--- config.mk ---
export PLATFORM = sky130hd
export DESIGN_NAME = trigger_advanced_sequential_switch_unit
export DESIGN_NICKNAME = d
export VERILOG_FILES = /design/src/rtl/tass_pkg.sv /design/src/rtl/trigger_advanced_sequential_switch_unit.sv
export SDC_FILE = /design/constraint.sdc
export NUM_CORES = 1
export LEC_CHECK = 0
export CORE_UTILIZATION = 60
export DETAILED_ROUTE_END_ITERATION = 12
export DONT_BUFFER_PORTS = 1
export PLACE_DENSITY = 0.73
export SYNTH_ARGS = -nofsm -noshare
export SYNTH_HDL_FRONTEND = slang
export SYNTH_SLANG_ARGS = --single-unit
export TNS_END_PERCENT = 50
--- constraint.sdc ---
create_clock -name clk -period 6.8 [get_ports clk]
set_input_delay 1.36 -clock clk [delete_from_list [all_inputs] [get_ports clk]]
set_output_delay 1.36 -clock clk [all_outputs]
set_load 0.02 [all_outputs]
--- src/rtl/tass_pkg.sv ---
// Package for the trigger-advanced sequential switch.
// It holds the sizes, the trigger state and register codes, and the port search function.
// It has no dependencies.
package tass_pkg;

	localparam int PORTS       = 8;
	localparam int HALF_PORTS  = PORTS / 2;
	localparam int PORT_W      = $clog2(PORTS);
	localparam int SAMPLE_BITS = 16;
	localparam int THRESH_W    = 16;
	localparam int CFG_ADDR_W  = 2;

	localparam int IN_DATA_W   = 64;
	localparam int OUT_DATA_W  = PORTS * SAMPLE_BITS + PORTS;

	localparam logic [1:0] TRIG_UNKNOWN = 2'd0;
	localparam logic [1:0] TRIG_LOW     = 2'd1;
	localparam logic [1:0] TRIG_HIGH    = 2'd2;

	localparam logic [CFG_ADDR_W-1:0] REG_BANK_MODE = 2'd0;
	localparam logic [CFG_ADDR_W-1:0] REG_LOW_THR   = 2'd1;
	localparam logic [CFG_ADDR_W-1:0] REG_HIGH_THR  = 2'd2;

	localparam logic signed [THRESH_W-1:0] HIGH_THR_RESET = 16'sd2048;

	typedef struct packed {
		logic              found;
		logic [PORT_W-1:0] idx;
	} port_pick_t;

	// Finds the next patched port after cur, wrapping inside its bank.
	// In split mode the bank is the half of the ports that holds cur.
	function automatic port_pick_t next_port(logic [PORT_W-1:0] cur, logic [PORTS-1:0] mask,
		logic split);
		port_pick_t        r;
		logic [PORT_W-1:0] cand;
		r.found = 1'b0;
		r.idx   = cur;
		for (int k = PORTS - 1; k >= 1; k--) begin
			if (split) begin
				cand = {cur[PORT_W-1], (PORT_W-1)'(cur[PORT_W-2:0] + (PORT_W-1)'(k))};
			end else begin
				cand = cur + PORT_W'(k);
			end
			if ((!split || k < HALF_PORTS) && mask[cand]) begin
				r.found = 1'b1;
				r.idx   = cand;
			end
		end
		return r;
	endfunction

endpackage

--- src/rtl/trigger_advanced_sequential_switch_unit.sv ---
// Top level of the trigger-advanced sequential switch.
// It uses tass_pkg for sizes, codes and the wrap-around port search.
//
// Channel  | Direction | Fields (lowest bit first)
// s_axis   | in        | trigger_level, trigger_connected, signal_a, signal_a_connected,
//          |           | signal_b, signal_b_connected, port_connected_mask
// m_axis   | out       | port0_value .. port7_value, light_mask
// cfg      | in        | bank_mode, low_threshold, high_threshold by index
//
// The trigger, the port search and the held-value update are one combinational pass
// from the accepted item into the result register.
// A new item is taken in every cycle while the result register is empty or being read.
// Reset zeroes held values, mode, low thr; high thr 2048, trigger unknown, sel 0 and 4.
// A stall on m_axis holds the result and stops s_axis until it is taken.
module trigger_advanced_sequential_switch_unit (
	input  logic                               clk,
	input  logic                               arst_n,
	input  logic                               s_axis_tvalid,
	output logic                               s_axis_tready,
	// trigger_level, trigger_connected, signal_a, signal_a_connected, signal_b,
	// signal_b_connected, port_connected_mask, zero fill
	input  logic [tass_pkg::IN_DATA_W-1:0]     s_axis_tdata,
	output logic                               m_axis_tvalid,
	input  logic                               m_axis_tready,
	// port0_value .. port7_value, light_mask
	output logic [tass_pkg::OUT_DATA_W-1:0]    m_axis_tdata,
	input  logic                               cfg_we,
	input  logic [tass_pkg::CFG_ADDR_W-1:0]    cfg_addr,
	input  logic [tass_pkg::THRESH_W-1:0]      cfg_wdata
);

	localparam int PW = tass_pkg::PORT_W;
	localparam int SB = tass_pkg::SAMPLE_BITS;

	logic                                 bank_mode_q;
	logic signed [tass_pkg::THRESH_W-1:0] low_thr_q;
	logic signed [tass_pkg::THRESH_W-1:0] high_thr_q;
	logic [1:0]                           trig_q;
	logic [PW-1:0]                        sel_a_q;
	logic [PW-1:0]                        sel_b_q;
	logic [SB-1:0]                        held_q [tass_pkg::PORTS];
	logic                                 out_valid_q;
	logic [SB-1:0]                        out_val_q [tass_pkg::PORTS];
	logic [tass_pkg::PORTS-1:0]           out_light_q;

	logic signed [15:0]         level;
	logic                       trig_con;
	logic [SB-1:0]              sig_a;
	logic                       a_con;
	logic [SB-1:0]              sig_b;
	logic                       b_con;
	logic [tass_pkg::PORTS-1:0] mask;

	logic                       in_fire;
	logic [1:0]                 trig_cur;
	logic [1:0]                 trig_n;
	logic                       rise;
	logic [PW-1:0]              sel_a_f;
	logic [PW-1:0]              sel_b_f;
	tass_pkg::port_pick_t       pick_a;
	tass_pkg::port_pick_t       pick_b;
	logic [PW-1:0]              sel_a_n;
	logic [PW-1:0]              sel_b_n;
	logic [SB-1:0]              held_n [tass_pkg::PORTS];
	logic [tass_pkg::PORTS-1:0] light_n;

	assign level    = s_axis_tdata[15:0];
	assign trig_con = s_axis_tdata[16];
	assign sig_a    = s_axis_tdata[32:17];
	assign a_con    = s_axis_tdata[33];
	assign sig_b    = s_axis_tdata[49:34];
	assign b_con    = s_axis_tdata[50];
	assign mask     = s_axis_tdata[58:51];

	assign s_axis_tready = !out_valid_q || m_axis_tready;
	assign in_fire       = s_axis_tvalid && s_axis_tready;
	assign m_axis_tvalid = out_valid_q;

	always_comb begin
		for (int i = 0; i < tass_pkg::PORTS; i++) begin
			m_axis_tdata[i*SB +: SB] = out_val_q[i];
		end
		m_axis_tdata[tass_pkg::PORTS*SB +: tass_pkg::PORTS] = out_light_q;
	end

	always_comb begin
		trig_cur = (trig_q == tass_pkg::TRIG_LOW || trig_q == tass_pkg::TRIG_HIGH) ?
			trig_q : tass_pkg::TRIG_UNKNOWN;
		trig_n = trig_cur;
		rise   = 1'b0;
		if (trig_con) begin
			unique case (trig_cur)
				tass_pkg::TRIG_LOW: begin
					if (level >= high_thr_q) begin
						trig_n = tass_pkg::TRIG_HIGH;
						rise   = 1'b1;
					end
				end
				tass_pkg::TRIG_HIGH: begin
					if (level <= low_thr_q) trig_n = tass_pkg::TRIG_LOW;
				end
				default: begin
					if (level >= high_thr_q) trig_n = tass_pkg::TRIG_HIGH;
					else if (level <= low_thr_q) trig_n = tass_pkg::TRIG_LOW;
					else trig_n = tass_pkg::TRIG_UNKNOWN;
				end
			endcase
		end
	end

	always_comb begin
		sel_a_f = bank_mode_q ? {1'b0, sel_a_q[PW-2:0]} : sel_a_q;
		sel_b_f = bank_mode_q ? {1'b1, sel_b_q[PW-2:0]} : sel_b_q;
		pick_a  = tass_pkg::next_port(sel_a_f, mask, bank_mode_q);
		pick_b  = tass_pkg::next_port(sel_b_f, mask, 1'b1);
		sel_a_n = (rise && pick_a.found) ? pick_a.idx : sel_a_f;
		sel_b_n = (bank_mode_q && rise && pick_b.found) ? pick_b.idx : sel_b_f;

		held_n = held_q;
		if (rise && pick_a.found) held_n[sel_a_f] = '0;
		if (bank_mode_q && rise && pick_b.found) held_n[sel_b_f] = '0;
		if (a_con && mask[sel_a_n]) held_n[sel_a_n] = sig_a;
		if (bank_mode_q && b_con && mask[sel_b_n]) held_n[sel_b_n] = sig_b;

		light_n = '0;
		light_n[sel_a_n] = 1'b1;
		if (bank_mode_q) light_n[sel_b_n] = 1'b1;
	end

	always_ff @(posedge clk or negedge arst_n) begin
		if (!arst_n) begin
			bank_mode_q <= 1'b0;
			low_thr_q   <= '0;
			high_thr_q  <= tass_pkg::HIGH_THR_RESET;
		end else if (cfg_we) begin
			unique case (cfg_addr)
				tass_pkg::REG_BANK_MODE: bank_mode_q <= cfg_wdata[0];
				tass_pkg::REG_LOW_THR:   low_thr_q   <= cfg_wdata;
				tass_pkg::REG_HIGH_THR:  high_thr_q  <= cfg_wdata;
				default: ;
			endcase
		end
	end

	always_ff @(posedge clk or negedge arst_n) begin
		if (!arst_n) begin
			trig_q  <= tass_pkg::TRIG_UNKNOWN;
			sel_a_q <= '0;
			sel_b_q <= PW'(tass_pkg::HALF_PORTS);
			for (int i = 0; i < tass_pkg::PORTS; i++) held_q[i] <= '0;
		end else if (in_fire) begin
			trig_q  <= trig_n;
			sel_a_q <= sel_a_n;
			sel_b_q <= sel_b_n;
			held_q  <= held_n;
		end
	end

	always_ff @(posedge clk or negedge arst_n) begin
		if (!arst_n) begin
			out_valid_q <= 1'b0;
		end else if (in_fire) begin
			out_valid_q <= 1'b1;
		end else if (m_axis_tready) begin
			out_valid_q <= 1'b0;
		end
	end

	always_ff @(posedge clk) begin
		if (in_fire) begin
			out_val_q   <= held_n;
			out_light_q <= light_n;
		end
	end

	a_fire_gives_result: assert property (@(posedge clk) disable iff (!arst_n)
		in_fire |=> m_axis_tvalid)
		else $error("accepted item produced no result");

	a_banks_folded: assert property (@(posedge clk) disable iff (!arst_n)
		(in_fire && bank_mode_q) |=> (!sel_a_q[PW-1] && sel_b_q[PW-1]))
		else $error("bank selection outside its bank");

	a_light_count: assert property (@(posedge clk) disable iff (!arst_n)
		m_axis_tvalid |-> ($countones(out_light_q) == 1 || $countones(out_light_q) == 2))
		else $error("light mask has wrong number of bits");

	a_trig_code: assert property (@(posedge clk) disable iff (!arst_n)
		(in_fire && rise) |=> (trig_q == tass_pkg::TRIG_HIGH))
		else $error("rising edge did not leave trigger high");

endmodule

==> results.cfg <==
[min_path]
hold_path.class = flop to flop

[power_and_ir_drop]
ir_worst_vdd_mv = 0.322
cellPowerDensity_nw_per_um2 = 405
p_sw_mw = 2.40
power.share.sequential_pct = 45.1
p_leak_nw = 7.33
p_int_mw = 4.54
netSwitchingFraction_pct = 34.6
combPwrFrac_pct = 28.4
clockPowerShare_pct = 26.4

[die]
start_util_pct = 61.0
num_io_pins = 225
rows = 59
core-area_um2 = 26100
die_y_um = 165
die_area_um2 = 27200
die_w_um = 165

[global_route]
grt_overflow = 0
antenna_found_initial = 0
grt_pass1_wl_um = 62500
grt_pass1_vias = 10975
grt_start_max_net_pins = 171
grt_util_all_layers_pct = 29.9

[placed_design]
gp_congestion = 0.893
port_buffers = 0
dp_slack_ns = 1.08
hpwl_um = 27200
place_area_um2 = 16000
dp.cells = 1673

[detailed_routing]
drtIter0Drc = 1050
vias_per_cell = 6.49
dr.pass1.iters = 5
drc = 0
drt_wl_total_um = 40200
routed-via-count = 11254
postRouteAntennaNets = 0
wire_per_inst_um = 23.2

[clock_tree]
postCtsSetupBuffers = 0
cts-root-buf = clkbuf_16
cts-hold-fix-buffers = 0
clock_latency_ns = 0.52
cts_buffer_depth = 3
path_clk_slew_ns = 0.07
cts_resized = 0
htree_levels = 2
cts_sinks = 306
cts_made_buffers = 34
cts_tree = yes

[timing]
finalHoldViolCount = 0
setup_violations = 0
finalCriticalPeriod_ns = 5.50
slew_headroom_pct = 25.5
fin_worst_skew_ns = 0.0202
post-route-period-util_pct = 80.9
rsz0062_at_grt = false
max_freq_ghz = 0.182
layout_setup_ws_ns = 1.30
worstMarginPinSlew_ns = 1.12
fin_setup_tns_ns = 0
maxSlewViolCount = 0

[logic_synthesis]
synth.most_common_cell = nand2_1
yosys.area.top_type = dfrtp_1
ys_warn_count = 0
yosys-top-cells-area = dfrtp_1, edfxtp_1, mux2i_1
synth_seq_cells = 306
netlist_instances = 1407
syn_nets = 1534
synth_area_per_cell_um2 = 11.3
synth.top_cell.area_share_pct = 26.4
synth-async-reset-ratio_pct = 55.6
ys.flop_type = dfrtp_1
ys_seq_area_share_pct = 52.5
ys_top_cells_by_count = nand2_1, dfrtp_1, mux2i_1
synth_area_um2 = 15900
yosysUniqueCellTypes = 81
synth_edf_count = 136

[run]
maxCapViolations = 0

[setup_path]
critPathMostFrequentCell = a211oi_1
worstPathRequired_ns = 7.14
critPathTopFamily = compound AO/OA/AOI/OAI gates
path_cells = buf_4 -> inv_1 -> ha_1 -> mux4_2 -> a222oi_1 -> a211oi_1 -> a211oi_1 -> nor3_1 -> o41ai_4 -> or4b_1 -> nand2_1 -> o21ai_0
path_class = flop to flop
cpMaxStageDelayCell = or4b_1
arrival_ns = 5.83
crit_fanout = 19
worstSetupStartpointType = flop
end_kind = flop
cpPeakStageDelay_ns = 0.73
cp_num_buf_inv = 2

[finish]
area_growth_pct = 7.66
fin_area_um2 = 17100
final_nets = 1501
final_layout_size_suffix_gt1_share_pct = 10.6
layoutNonFillerInstCount = 1735
num_antenna_cells = 0

[status]
outcome = finished clean
-- power by group through the flow --
stage | registers [mW] | logic [mW] | clock network [mW]
6_report | 3.13 | 1.97 | 1.84
5_1_grt | 3.19 | 2.18 | 1.93
4_1_cts | 3.13 | 1.96 | 1.86
3_5_place_dp | 3.16 | 1.95 | 0
3_3_place_gp | 3.14 | 1.89 | 0
2_1_floorplan | 3.06 | 1.57 | 0
-- cell usage in the layout (no fill, tap or decap), types with 37 or more instances in the layout --
cell type  instances
nand2_1          187
dfrtp_1          168
mux2i_1          142
edfxtp_1         136
inv_1             76
nand2b_1          55
a21o_1            48
mux2_2            41
o21ai_0           40
ha_1              40
nand3_1           39
nor2_1            37
-- cell families (layout without fill, tap and decap cells) --
family,count (synthesis),count (layout),synth area share [%]
compound gates,298,298,13.8
xor+xnor,5,5,0.275
fa+ha+maj,42,42,3.27
buf+inv,167,160,4.77
flops,306,306,52.5
mux,192,192,13.0
simple gates,397,397,12.5
-- sequential cells by signal, indices dropped and copies added, names as in the netlist --
register       cells
bank_mode_q        1
held_q           128
high_thr_q        16
low_thr_q         16
m_axis_tdata     128
m_axis_tvalid      1
out_light_q        8
sel_a_q            3
sel_b_q            3
trig_q             2
-- per-stage QoR --
step	hold WS, ns	utilization [%]	power [mW]
global route	0.489	65.7	7.30
floorplan	0.449	-	4.63
finish	0.478	65.7	6.94
global placement	0.458	61.5	5.03
CTS	0.480	65.7	6.94
detailed placement	0.465	61.5	5.11
-- final timing paths --
check / from / endpoint / slack [ns] / cells after the start
max: sel_a_q[1] / m_axis_tdata[116] / 1.30 / 12
min: held_q[10] / held_q[10] / 0.48 / 1
max reg2reg: sel_a_q[1] / m_axis_tdata[116] / 1.30 / 12
min reg2reg: held_q[10] / held_q[10] / 0.48 / 1
max in group asynchronous: arst_n / high_thr_q[11] / 5.89 / 0
min in group asynchronous: arst_n / held_q[83] / 0.55 / 0
-- layout make-up --
| class | count | area [um2] |
|---|---|---|
| fillers | 2018 | 8940 |
| flip-flops and latches | 306 | 8340 |
| multi-input cells | 934 | 6820 |
| clock buffers | 41 | 908 |
| well taps | 335 | 419 |
| inverters | 81 | 309 |
| clock inverters | 21 | 196 |
| repair buffers | 17 | 128 |
-- metal layers --
metal	global-route usage (%)	vias up	part of all wire, %
li1	-	5105	-
met1	42.3	5494	42
met2	44.2	564	44
met3	6.93	91	10
met4	12.7	0	3.6
met5	0	-	0
Power figures use the tool's default switching activity.
